<file path="src/hw/rtl/bba_pkg.sv">
// Shared types and constants for the buddy block allocator.
// No dependencies; imported by every module of the block.
package bba_pkg;

  localparam int MAX_LEVELS   = 10;
  localparam int MAX_HEAP_LOG = 16;
  localparam int ADDR_W       = MAX_LEVELS;
  localparam int IDX_W        = MAX_LEVELS + 1;
  localparam int LOG_W        = 5;
  localparam int ENTRY_W      = LOG_W + 2;
  localparam int TABLE_DEPTH  = 1 << MAX_LEVELS;

  typedef struct packed {
    logic             head;
    logic             used;
    logic [LOG_W-1:0] lg;
  } entry_t;

  typedef struct packed {
    logic              re;
    logic              we;
    logic [ADDR_W-1:0] addr;
    entry_t            wdata;
  } mem_req_t;

  typedef enum logic [2:0] {
    ST_OK        = 3'd0,
    ST_ZERO_SIZE = 3'd1,
    ST_TOO_BIG   = 3'd2,
    ST_NO_SPACE  = 3'd3,
    ST_BAD_FREE  = 3'd4
  } status_t;

  typedef enum logic [3:0] {
    S_CLEAR,
    S_HEAD,
    S_IDLE,
    S_ARD,
    S_AEV,
    S_SPLIT,
    S_FRD,
    S_FEV,
    S_MCHK,
    S_MEV,
    S_MWR
  } state_t;

  localparam logic ACT_ALLOC = 1'b0;
  localparam logic ACT_FREE  = 1'b1;
  localparam logic CFG_HEAP  = 1'b0;
  localparam logic CFG_MIN   = 1'b1;

  // Smallest n with 2^n >= size, for size >= 1.
  function automatic logic [LOG_W-1:0] ceil_log2(input logic [16:0] size);
    logic [16:0]      s1;
    logic [LOG_W-1:0] n;
    s1 = size - 17'd1;
    n  = '0;
    for (int k = 0; k < 17; k++) begin
      if (s1[k]) n = LOG_W'(k + 1);
    end
    return n;
  endfunction

endpackage

</file>
<file path="src/hw/rtl/bba_ctrl.sv">
// Allocator sequencer: config registers, table clear, scan, split and merge.
// Depends on bba_pkg; drives the bba_table memory port.
module bba_ctrl import bba_pkg::*; (
  input  logic        clk,
  input  logic        rst_n,
  input  logic        start,
  output logic        busy,
  input  logic        in_action,
  input  logic [16:0] in_request_size,
  input  logic [15:0] in_block_offset,
  output logic        out_valid,
  output logic [2:0]  out_status,
  output logic [15:0] out_result_offset,
  output logic [4:0]  out_result_log_size,
  input  logic        cfg_valid,
  output logic        cfg_ready,
  input  logic        cfg_index,
  input  logic [4:0]  cfg_data,
  output mem_req_t    mem_req,
  input  entry_t      mem_rdata
);

  state_t            state_r, state_nxt;
  logic [LOG_W-1:0]  heap_r, min_r;
  logic [IDX_W-1:0]  idx_r, idx_nxt;
  logic [LOG_W-1:0]  lg_r, lg_nxt;
  logic [LOG_W-1:0]  n_r, n_nxt;
  logic              exact_r, exact_nxt;
  logic [ADDR_W-1:0] clr_r, clr_nxt;
  logic              out_valid_r;
  status_t           out_status_r;
  logic [15:0]       out_off_r;
  logic [LOG_W-1:0]  out_lg_r;

  logic              fin;
  status_t           fin_status;
  logic [15:0]       fin_off;
  logic [LOG_W-1:0]  fin_lg;

  logic [LOG_W-1:0]  h, m, m0, diff;
  logic [IDX_W-1:0]  cnt, span;
  logic [LOG_W-1:0]  lgm, n_raw, n_fl;
  logic              match;
  logic [16:0]       mask17;
  logic [15:0]       fidx;
  logic [ADDR_W+15:0] off_w;
  logic [ADDR_W-1:0] bud, lo, hi;
  logic              cfg_wr;

  assign cfg_ready = 1'b1;
  assign cfg_wr    = cfg_valid & cfg_ready;
  assign busy      = (state_r != S_IDLE);

  // Effective heap and minimum logs
  always_comb begin
    h    = (heap_r > LOG_W'(MAX_HEAP_LOG)) ? LOG_W'(MAX_HEAP_LOG) : heap_r;
    m0   = (min_r > h) ? h : min_r;
    m    = ((h - m0) > LOG_W'(MAX_LEVELS)) ? (h - LOG_W'(MAX_LEVELS)) : m0;
    diff = h - m;
    cnt  = IDX_W'(1) << diff;
  end

  always_comb begin
    lgm   = mem_rdata.lg - m;
    if (!mem_rdata.head || mem_rdata.lg < m || lgm > LOG_W'(MAX_LEVELS)) begin
      span = IDX_W'(1);
    end else begin
      span = IDX_W'(1) << lgm;
    end
    match = mem_rdata.head && !mem_rdata.used &&
            (exact_r ? (mem_rdata.lg == n_r) : (mem_rdata.lg >= n_r));
    n_raw  = ceil_log2(in_request_size);
    n_fl   = (n_raw < m) ? m : n_raw;
    mask17 = (17'd1 << m) - 17'd1;
    fidx   = in_block_offset >> m;
    off_w  = (ADDR_W + 16)'(idx_r[ADDR_W-1:0]) << m;
    bud    = idx_r[ADDR_W-1:0] ^ (ADDR_W'(1) << (lg_r - m));
    lo     = (idx_r[ADDR_W-1:0] < bud) ? idx_r[ADDR_W-1:0] : bud;
    hi     = (idx_r[ADDR_W-1:0] < bud) ? bud : idx_r[ADDR_W-1:0];
  end

  always_comb begin
    state_nxt  = state_r;
    idx_nxt    = idx_r;
    lg_nxt     = lg_r;
    n_nxt      = n_r;
    exact_nxt  = exact_r;
    clr_nxt    = clr_r;
    fin        = 1'b0;
    fin_status = ST_OK;
    fin_off    = '0;
    fin_lg     = '0;
    mem_req    = '0;

    unique case (state_r)
      S_CLEAR: begin
        mem_req.we   = 1'b1;
        mem_req.addr = clr_r;
        clr_nxt      = clr_r + ADDR_W'(1);
        if (clr_r == ADDR_W'(TABLE_DEPTH - 1)) state_nxt = S_HEAD;
      end
      S_HEAD: begin
        mem_req.we         = 1'b1;
        mem_req.wdata.head = 1'b1;
        mem_req.wdata.lg   = h;
        state_nxt          = S_IDLE;
      end
      S_IDLE: begin
        if (start) begin
          if (in_action == ACT_ALLOC) begin
            if (in_request_size == '0) begin
              fin        = 1'b1;
              fin_status = ST_ZERO_SIZE;
            end else if (n_fl > h) begin
              fin        = 1'b1;
              fin_status = ST_TOO_BIG;
            end else begin
              n_nxt     = n_fl;
              idx_nxt   = '0;
              exact_nxt = 1'b1;
              state_nxt = S_ARD;
            end
          end else begin
            if ((|(in_block_offset & mask17[15:0])) || (fidx >= 16'(cnt))) begin
              fin        = 1'b1;
              fin_status = ST_BAD_FREE;
            end else begin
              idx_nxt   = fidx[IDX_W-1:0];
              state_nxt = S_FRD;
            end
          end
        end
      end
      S_ARD: begin
        if (idx_r >= cnt) begin
          if (exact_r) begin
            exact_nxt = 1'b0;
            idx_nxt   = '0;
          end else begin
            fin        = 1'b1;
            fin_status = ST_NO_SPACE;
            state_nxt  = S_IDLE;
          end
        end else begin
          mem_req.re   = 1'b1;
          mem_req.addr = idx_r[ADDR_W-1:0];
          state_nxt    = S_AEV;
        end
      end
      S_AEV: begin
        if (match) begin
          lg_nxt    = mem_rdata.lg;
          state_nxt = S_SPLIT;
        end else begin
          idx_nxt   = idx_r + span;
          state_nxt = S_ARD;
        end
      end
      S_SPLIT: begin
        mem_req.we         = 1'b1;
        mem_req.wdata.head = 1'b1;
        if (lg_r > n_r) begin
          // Upper half stays free
          lg_nxt           = lg_r - LOG_W'(1);
          mem_req.addr     = idx_r[ADDR_W-1:0] + (ADDR_W'(1) << (lg_nxt - m));
          mem_req.wdata.lg = lg_nxt;
        end else begin
          mem_req.addr       = idx_r[ADDR_W-1:0];
          mem_req.wdata.used = 1'b1;
          mem_req.wdata.lg   = lg_r;
          fin                = 1'b1;
          fin_off            = off_w[15:0];
          fin_lg             = lg_r;
          state_nxt          = S_IDLE;
        end
      end
      S_FRD: begin
        mem_req.re   = 1'b1;
        mem_req.addr = idx_r[ADDR_W-1:0];
        state_nxt    = S_FEV;
      end
      S_FEV: begin
        if (!mem_rdata.head || !mem_rdata.used) begin
          fin        = 1'b1;
          fin_status = ST_BAD_FREE;
          state_nxt  = S_IDLE;
        end else begin
          lg_nxt             = mem_rdata.lg;
          mem_req.we         = 1'b1;
          mem_req.addr       = idx_r[ADDR_W-1:0];
          mem_req.wdata.head = 1'b1;
          mem_req.wdata.lg   = mem_rdata.lg;
          state_nxt          = S_MCHK;
        end
      end
      S_MCHK: begin
        if (lg_r < h && lg_r >= m) begin
          mem_req.re   = 1'b1;
          mem_req.addr = bud;
          state_nxt    = S_MEV;
        end else begin
          fin       = 1'b1;
          state_nxt = S_IDLE;
        end
      end
      S_MEV: begin
        if (!mem_rdata.head || mem_rdata.used || mem_rdata.lg != lg_r) begin
          fin       = 1'b1;
          state_nxt = S_IDLE;
        end else begin
          // Drop the upper buddy, merged head goes to the lower one
          mem_req.we   = 1'b1;
          mem_req.addr = hi;
          idx_nxt      = IDX_W'(lo);
          lg_nxt       = lg_r + LOG_W'(1);
          state_nxt    = S_MWR;
        end
      end
      S_MWR: begin
        mem_req.we         = 1'b1;
        mem_req.addr       = idx_r[ADDR_W-1:0];
        mem_req.wdata.head = 1'b1;
        mem_req.wdata.lg   = lg_r;
        state_nxt          = S_MCHK;
      end
      default: state_nxt = S_IDLE;
    endcase

    if (cfg_wr) begin
      state_nxt = S_CLEAR;
      clr_nxt   = '0;
    end
  end

  always_ff @(posedge clk) begin
    if (!rst_n) begin
      state_r     <= S_CLEAR;
      clr_r       <= '0;
      heap_r      <= LOG_W'(16);
      min_r       <= LOG_W'(6);
      out_valid_r <= 1'b0;
    end else begin
      state_r     <= state_nxt;
      clr_r       <= clr_nxt;
      out_valid_r <= fin;
      if (cfg_wr) begin
        if (cfg_index == CFG_HEAP) heap_r <= cfg_data;
        else                       min_r  <= cfg_data;
      end
    end
  end

  always_ff @(posedge clk) begin
    idx_r   <= idx_nxt;
    lg_r    <= lg_nxt;
    n_r     <= n_nxt;
    exact_r <= exact_nxt;
    if (fin) begin
      out_status_r <= fin_status;
      out_off_r    <= fin_off;
      out_lg_r     <= fin_lg;
    end
  end

  assign out_valid           = out_valid_r;
  assign out_status          = out_status_r;
  assign out_result_offset   = out_off_r;
  assign out_result_log_size = out_lg_r;

endmodule

</file>
<file path="config.mk">
export PLATFORM = sky130hd
export DESIGN_NAME = bba_ctrl
export DESIGN_NICKNAME = d
export VERILOG_FILES = /design/src/hw/rtl/bba_pkg.sv /design/src/hw/rtl/bba_ctrl.sv
export SDC_FILE = /design/constraint.sdc
export NUM_CORES = 1
export LEC_CHECK = 0
export ABC_CLOCK_PERIOD_IN_PS = 10400
export CORE_ASPECT_RATIO = 1.5
export CORE_MARGIN = 4
export CORE_UTILIZATION = 53
export CTS_CLUSTER_SIZE = 12
export DETAILED_ROUTE_END_ITERATION = 12
export DONT_BUFFER_PORTS = 1
export PLACE_DENSITY_LB_ADDON = 0.15
export SETUP_SLACK_MARGIN = 0.5
export SYNTH_ARGS = -nofsm -noshare
export SYNTH_HDL_FRONTEND = slang
export SYNTH_SLANG_ARGS = --single-unit
export TNS_END_PERCENT = 10
</file>
<file path="constraint.sdc">
create_clock -name clk -period 10.4 [get_ports clk]
set_clock_uncertainty 0.1 [all_clocks]
set_input_delay 2.08 -clock clk [delete_from_list [all_inputs] [get_ports clk]]
set_output_delay 2.08 -clock clk [all_outputs]
set_load 0.05 [all_outputs]
</file>
* After elaboration in Yosys (flattened, before gate mapping)
Cells that the tools add are included.
Word-level totals: flip-flop bits (word level) 71, input bits 51, output and inout bits 46, logic and storage cells 211
Operators by class: add/subtract/negate cells 13, magnitude comparators 14, eq/ne operators 31, shifts and indexed selects 7, muxes and demuxes 95, bitwise logic cells 8, reductions and logical operators 30
Operators by type and width (number):
- $mux 5 | 25
- $mux 11 | 11
- $pmux 10 s7 | 1
- $mux 10 | 5
- $mux 4 | 12
- $pmux 11 s4 | 1
- $pmux 4 s10 | 1
- $pmux 5 s4 | 2
- $ne 2x2->1 const B | 13
- $sub 5x5->5 | 5
- $shl 1x5->11 const A | 2
- $mux 1 | 21
- $shl 1x5->10 const A | 2
- $logic_not 17->1 | 1
- $sub 17x1->17 const B | 1
- $and 16x16->16 | 1
- $eq 4x3->1 const B | 4
- $ge 16x11->1 | 1
- $reduce_or 16->1 | 1
- $shl 1x5->16 const A | 1
- $shl 10x5->16 | 1
- $shr 16x5->16 | 1
- $sub 16x1->16 const B | 1
- $gt 5x5->1 | 3
- 45 further kinds | 81

* Logic depth before layout (Yosys ltp)
Gate-level depths: netlist of the first run.
word-level depth 26, mapped depth 43, depth with buffers taken out 39

* Least setup slack after synthesis of the first run
Ideal clock, no wire load.
kind register -> output, start register heap_r[4], end output port mem_req[12] in the netlist's numbering, arrival time 9515 ps, required time 8220 ps, path slack -1295 ps, stages on the path, launching flop included 42, buffers on the path 5, cell sequence dfxtp_1 buf_2 clkinv_1 nand2_1 ha_1 nor2b_4 o31a_4 o21ai_2 o21ai_0 ha_1 fa_1 xnor2_1 a2bb2oi_1 and3_4 nor3_4 buf_4 a31oi_1 inv_2 (+6 left out) nor3_1 a41oi_1 o31ai_4 a31oi_4 xnor2_1 nand3_1 nor2_1 ha_1 xor2_1 nand2b_1 nand2b_1 nor2_1 a31oi_1 o211ai_1 nor4_4 nor3_1 o31a_1 o31ai_1
RTL lines:
- from (decl) | line bba_ctrl.sv:24 | logic [LOG_W-1:0] heap_r, min_r;
- from (signal assigned) | line bba_ctrl.sv:247 | if (cfg_index == CFG_HEAP) heap_r <= cfg_data;
- to (decl) | line bba_ctrl.sv:19 | output mem_req_t mem_req,

==> qor.yml, run 1 <==
run_status:
  status: "finished, final reports clean"
critical_path:
  end_kind: "output port"
  required_ns: 8.22
  slowest_stage: "or3_4"
  r2r_cells: 37
  crit_path_start_kind: "flop"
  crit_type: "reg2out"
  slowest_delay_ns: 0.40
  rr_startpoint: "heap_r[4]"
  critPathArrivalTime_ns: 7.71
  r2r_slack_ns: 1.61
  critPathMostFrequentCell: "nand2b_4"
  regToRegEndpoint: "idx_r[6]"
  crit_fanout: 8
timing:
  period_share_pct: 95.1
  setup_viol: 0
  rsz0062_at_grt: "yes"
  worst_pin_slew_ns: 1.21
  fmax_ghz: 0.101
  fin_ws_ns: 0.508
  finalMaxSlewViolations: 0
  fin_crit_ns: 9.89
  max-slew-margin-rel_pct: 20.8
  fin_tns_setup_ns: 0
  finalHoldViolations: 0
min_path:
  worstHoldStart: "min_r[0]"
  worstHoldPathType: "reg2reg"
  hold_end: "min_r[0]"
  holdPathStages: 2
clock_tree:
  clk_pin_slew_ns: 0.07
  cts_sinks: 71
  worstSkewPairLatency_ns: 0.36
  cts_buffers: 9
  h-tree-depth: 3
  tritoncts: "yes"
  cts_hold_buf: 0
  clockBufferDepth: 2
  cts_root_buffer: "clkbuf_16"
finish:
  final_nets: 1543
  num-fill-cells: 1718
  n_antenna_cell: 0
  multi_input_area_um2: 8650
  drive_gt1_share_pct: 19.4
  regArea_um2: 1890
  area_delta_synth_final_pct: 18.5
detailed_routing:
  vias: 10900
  routed_via_density: 6.60
  drt_wl_total_mm: 37.8
  drc: 0
  drt_first_pass_iters: 6
  ant_nets: 0
  detail_route.iter0.violations: 1012
  wl_per_cell_um: 22.9
logic_synthesis:
  ys_warn_count: 0
  synth_largest_area_cell: "edfxtp_1"
  ys_seq_area_share_pct: 18.2
  yosysMostFrequentCell: "nand2_1"
  synth-async-reset-ratio_pct: 0
  syn-num-nets: 1487
  synth_ff_type: "edfxtp_1"
  syn_area_per_cell_um2: 7.79
  synth_area_um2: 10400
  synth_common_cells: "139 x nand2_1, 121 x nor2_1, 99 x ha_1"
  ys_ff_latch: 71
  synthTopCellsByArea: "edfxtp_1 13%, ha_1 12%, mux2i_1 5.1%"
  synth_enable_flop_cells: 46
  yosys.area.top_type_share_pct: 13.3
  yosysUniqueCellTypes: 108
  syn_inst: 1330
floorplan:
  die_h_um: 179
  num_rows: 62
  coreArea_um2: 19200
  die_x_um: 122
  start_util_pct: 54.1
  die_area_um2: 21900
  num_io_pins: 97
power_and_ir_drop:
  leakagePower_nw: 4.92
  ir_drop_mv: 0.0705
  power_density_nw_per_um2: 123
global_route:
  grt_max_degree: 30
  grt_pass1_wl_mm: 56.8
  antenna_found_initial: 0
  grtUsageTotal_pct: 33.6
  grt_pass1_vias: 10200
  grt_overflow: 0
placement:
  place.gp.congestion: 0.991
  hpwl_mm: 29.1
  port_buffers: 0
  dp_slack_ns: 0.0519
job:
  drv_cap: 0
worst max path at each step:
| stage | startpoint | to | slack, ns | depth (start not counted) |
|---|---|---|---|---|
| 2_1_floorplan | heap_r[4] | mem_req[12] | 0.51 | 42 |
| 3_3_place_gp | heap_r[4] | mem_req[10] | 0.15 | 34 |
| 3_5_place_dp | heap_r[4] | mem_req[10] | 0.05 | 34 |
| 4_1_cts | heap_r[4] | mem_req[9] | 0.51 | 36 |
| 5_1_grt | heap_r[4] | mem_req[10] | 0.20 | 38 |
| 6_report | heap_r[4] | mem_req[9] | 0.51 | 37 |
critical path: cells and delay by family, from the launching register on:
family / cells / cell delay, ns
AOI/OAI and AO/OA: 11 / 2.37
xor gates and xnor gates: 2 / 0.44
adders and majority gates: 4 / 1.07
buffers and inverters: 6 / 0.81
DFF: 1 / 0.39
and+or+nand+nor: 14 / 2.27
per-layer routing:
metal / up-vias / part of all wire, % / wire length [um] / track usage (%)
li1: 5072 / - / - / -
met1: 5120 / 37 / 13900 / 37.5
met4: 0 / 7.0 / 2650 / 19.9
met3: 148 / 6.2 / 2340 / 4.99
met5: - / 0 / 0 / 0
met2: 523 / 50 / 18900 / 60.0
where the power goes:
part           internal, mW  switching (mW)
clock                 0.166           0.148
sequential            0.303         0.00433
combinational         0.364           0.521
cell families (layout without fill, tap and decap cells):
group | Yosys count | in the layout | synth area share, %
fa+ha+maj | 110 | 110 | 13.7
other cells | 1 | 1 | 0.0362
simple gates | 513 | 513 | 25.2
flops | 71 | 71 | 18.2
compound gates | 386 | 386 | 26.3
mux | 62 | 62 | 6.21
buf+inv | 119 | 180 | 4.61
xor+xnor | 68 | 68 | 5.75
final cells by class:
cell class                 instances  share of cell area [%]
clock buffer                       9                    1.83
multi-input combinational       1140                    70.5
tap                              256                    2.61
inverter                          64                    2.08
clock inverter                     7                   0.510
sequential                        71                    15.4
timing repair buffer             100                    7.12
what timing repair did:
| item | in CTS | in global routing |
|---|---|---|
| buffers inserted | 27 | 25 |
| gates resized for setup | 48 | 49 |
| pin swaps | 33 | 46 |
| setup endpoints to repair | 11 | 11 |
state kept, by name (all words and copies together) (netlist names):
name,count
out_result_offset,16
idx_r,11
clr_r,10
heap_r,5
lg_r,5
min_r,5
n_r,5
out_result_log_size,5
state_r,4
out_status,3
exact_r,1
out_valid,1
per-stage QoR:
| step | cell area, um2 | hold slack [ns] | util (%) | instances | power (mW) |
|---|---|---|---|---|---|
| floorplan | 10600 | 0.378 | - | 1330 | 0.870 |
| global placement | 11100 | 0.410 | 58.2 | 1579 | 1.06 |
| detailed placement | 11100 | 0.424 | 58.2 | 1579 | 1.06 |
| CTS | 11800 | 0.436 | 61.8 | 1622 | 1.43 |
| global route | 12300 | 0.455 | 64.1 | 1647 | 1.59 |
| finish | 12300 | 0.443 | 64.1 | 1647 | 1.51 |
cell usage in the layout, fill, tap and decap left out, types with 42 or more instances in the layout:
cell	n
a21oi_1	79
nand3_1	44
inv_1	57
o21ai_0	57
nor2_1	115
nand2_1	132
xnor2_1	42
buf_4	87
ha_1	88
mux2i_1	53
edfxtp_1	46
Note: power is estimated with default switching activity, not from simulation.
==> run 2, diff against run 1 <==
GPL_TIMING_DRIVEN = 0   (was unset)
REMOVE_ABC_BUFFERS = 1   (was unset)
==> qor.yml, run 2 (synthesis results as in run 1) <==
clock_tree:
  tritoncts: "yes"  # unchanged
  clk_pin_slew_ns: 0.07  # about the same
  cts_root_buffer: "clkbuf_16"  # unchanged
  clockBufferDepth: 2  # unchanged
  h-tree-depth: 3  # unchanged
  cts_sinks: 71  # unchanged
  cts_buffers: 9  # unchanged
  worstSkewPairLatency_ns: 0.36  # about the same
critical_path:
  slowest_stage: "a221o_2"  # was or3_4
  path_delay_family: "simple AND/OR/NAND/NOR gates"  # was compound AO/OA/AOI/OAI gates
  crit_cells: 37  # unchanged
  crit_path_start_kind: "flop"  # unchanged
  critPathMostFrequentCell: "ha_4"  # was nand2b_4
  r2r_cells: 40  # was 37
  crit_fanout: 7  # was 8
  required_ns: 8.22  # about the same
  critPathBufInv: 4  # was 6
  crit_type: "reg2out"  # unchanged
  critPathArrivalTime_ns: 8.20  # was 7.71 ns
  end_kind: "output port"  # unchanged
  slowest_delay_ns: 0.52  # was 0.40 ns
timing:
  rsz0062_at_grt: "yes"  # unchanged
  finalMaxSlewViolations: 0  # unchanged
  fmax_ghz: 0.0964  # was 0.101 GHz
  worst_pin_slew_ns: 1.34  # was 1.21 ns
  period_share_pct: 99.8  # was 95.1%
  setup_viol: 0  # unchanged
  fin_crit_ns: 10.38  # was 9.89 ns
  max-slew-margin-rel_pct: 10.1  # was 20.8%
  finalHoldViolations: 0  # unchanged
  fin_ws_ns: 0.0224  # was 0.508 ns
power_and_ir_drop:
  share_comb_of_total_power_pct: 58.6  # was 58.7%
  p_seq_share_pct: 18.5  # was 20.4%
  power_density_nw_per_um2: 131  # was 123 nW/um2
  p_int_uw: 948  # was 833 uW
  p_switching_uw: 718  # was 673 uW
  sw_frac_of_total_pct: 43.1  # was 44.7%
  clockPowerShare_pct: 22.8  # was 20.8%
  ir_drop_mv: 0.109  # was 0.0705 mV
  leakagePower_nw: 5.09  # was 4.92 nW
floorplan:
  die_x_um: 122  # unchanged
  num_rows: 62  # unchanged
  die_area_um2: 21900  # unchanged
  start_util_pct: 54.1  # unchanged
  die_h_um: 179  # unchanged
  coreArea_um2: 19200  # unchanged
  num_io_pins: 97  # unchanged
finish:
  layout_commonest_cell: "nand2_1"  # unchanged
  final_nets: 1563  # was 1,543
  final_area_um2: 12700  # was 12,300 um2
  drive_gt1_share_pct: 21.6  # was 19.4%
  layout_common_cells: "129 x nand2_1, 112 x nor2_1, 95 x buf_4, 84 x ha_1, 79 x a21oi_1"  # was 132 x nand2_1, 115 x nor2_1, 88 x ha_1, 87 x buf_4, 79 x a21oi_1
  largest_reg_flops: 16  # unchanged
  n_antenna_cell: 0  # unchanged
  area_delta_synth_final_pct: 23.0  # was 18.5%
min_path:
  worstHoldPathType: "reg2reg"  # unchanged
  holdPathStages: 2  # unchanged
detailed_routing:
  drt_first_pass_iters: 7  # was 6
  wl_met1_mm: 13.9  # about the same
  vias: 11500  # was 10,900
  drt_wl_total_mm: 40.2  # was 37.8 mm
  detail_route.iter0.violations: 1331  # was 1,012
  ant_nets: 0  # unchanged
  drc: 0  # unchanged
  wl_met3_mm: 3.38  # was 2.34 mm
  top_layer_used: "met4"  # unchanged
  wl_per_cell_um: 24.1  # was 22.9 um
  wl_met2_mm: 19.4  # was 18.9 mm
  routed_via_density: 6.90  # was 6.60
placement:
  place_area_um2: 10600  # was 11,100 um2
  port_buffers: 0  # unchanged
  hpwl_mm: 26.5  # was 29.1 mm
  place.gp.congestion: 0.976  # was 0.991
  dp_slack_ns: -3.47  # was 0.0519 ns
global_route:
  grt_overflow: 0  # unchanged
  grt_max_degree: 25  # was 30
  antenna_found_initial: 1  # was 0
  grt_pass1_wl_mm: 59.6  # was 56.8 mm
  grt_pass1_vias: 10900  # was 10,200
  grtUsageTotal_pct: 35.5  # was 33.6%
run_status:
  status: "finished, final reports clean"  # unchanged
job:
  drv_cap: 0  # unchanged
[run 2: cell count changes in the layout (fill, tap and decap cells not counted), sizes merged]
cell and change:
buf +13, clkinvlp +5, inv -5, bufinv +4, a21boi +1, bufbuf +1, clkinv -1, mux2i +1
nor2 +1
[run 2: cell type report]
cell class,count,area [um2]
repair inverters,3,22.5
multi-input cells,1143,8860
clock buffers,9,225
well taps,256,320
flip-flops and latches,71,1890
clock inverters,7,120
repair buffers,114,991
fillers,1603,6410
inverters,64,315
[run 2: worst paths after layout]
path	slack, ns	end	from
min reg2reg	0.45	heap_r[0]	heap_r[0]
min	0.45	heap_r[0]	heap_r[0]
max reg2reg	0.70	idx_r[0]	heap_r[4]
max	0.02	mem_req[11]	heap_r[4]
[run 2: repair_timing]
action                                  in CTS  in global routing
gates cloned                                 7                  0
pin swaps                                   63                 26
buffers inserted                            80                 24
endpoints found under the setup margin      62                 21
resized for setup                          159                 33
hold buffers                                 0                  0
[run 2: metal layers]
metal	track usage, %	up-vias
met2	61.7	729
li1	-	5116
met3	6.47	254
met5	0	-
met1	38.2	5400
met4	26.2	0
[run 2: worst min-delay path, stage by stage (launching register included)]
cell and delay [ns]:
dfxtp_1 0.32, mux2i_1 0.13, nor2b_1 0.06
[run 2: stage by stage]
step | utilization (%) | instances | TNS (ns) | power (mW) | hold slack, ns
3_3_place_gp | 54.5 | 1531 | -229.26 | 0.982 | 0.403
3_5_place_dp | 55.3 | 1540 | -86.58 | 0.997 | 0.418
4_1_cts | 64.8 | 1643 | 0 | 1.57 | 0.447
5_1_grt | 66.5 | 1667 | -1.23 | 1.73 | 0.469
6_report | 66.5 | 1667 | 0 | 1.67 | 0.448
2_1_floorplan | - | 1275 | -25.85 | 0.830 | 0.378
[run 2: power by group through the flow]
stage	Combinational (mW)	Clock, mW	Sequential (mW)
6_report	0.976	0.380	0.309
4_1_cts	0.879	0.383	0.308
5_1_grt	1.03	0.394	0.309
3_3_place_gp	0.668	0	0.314
3_5_place_dp	0.683	0	0.314
2_1_floorplan	0.518	0	0.312
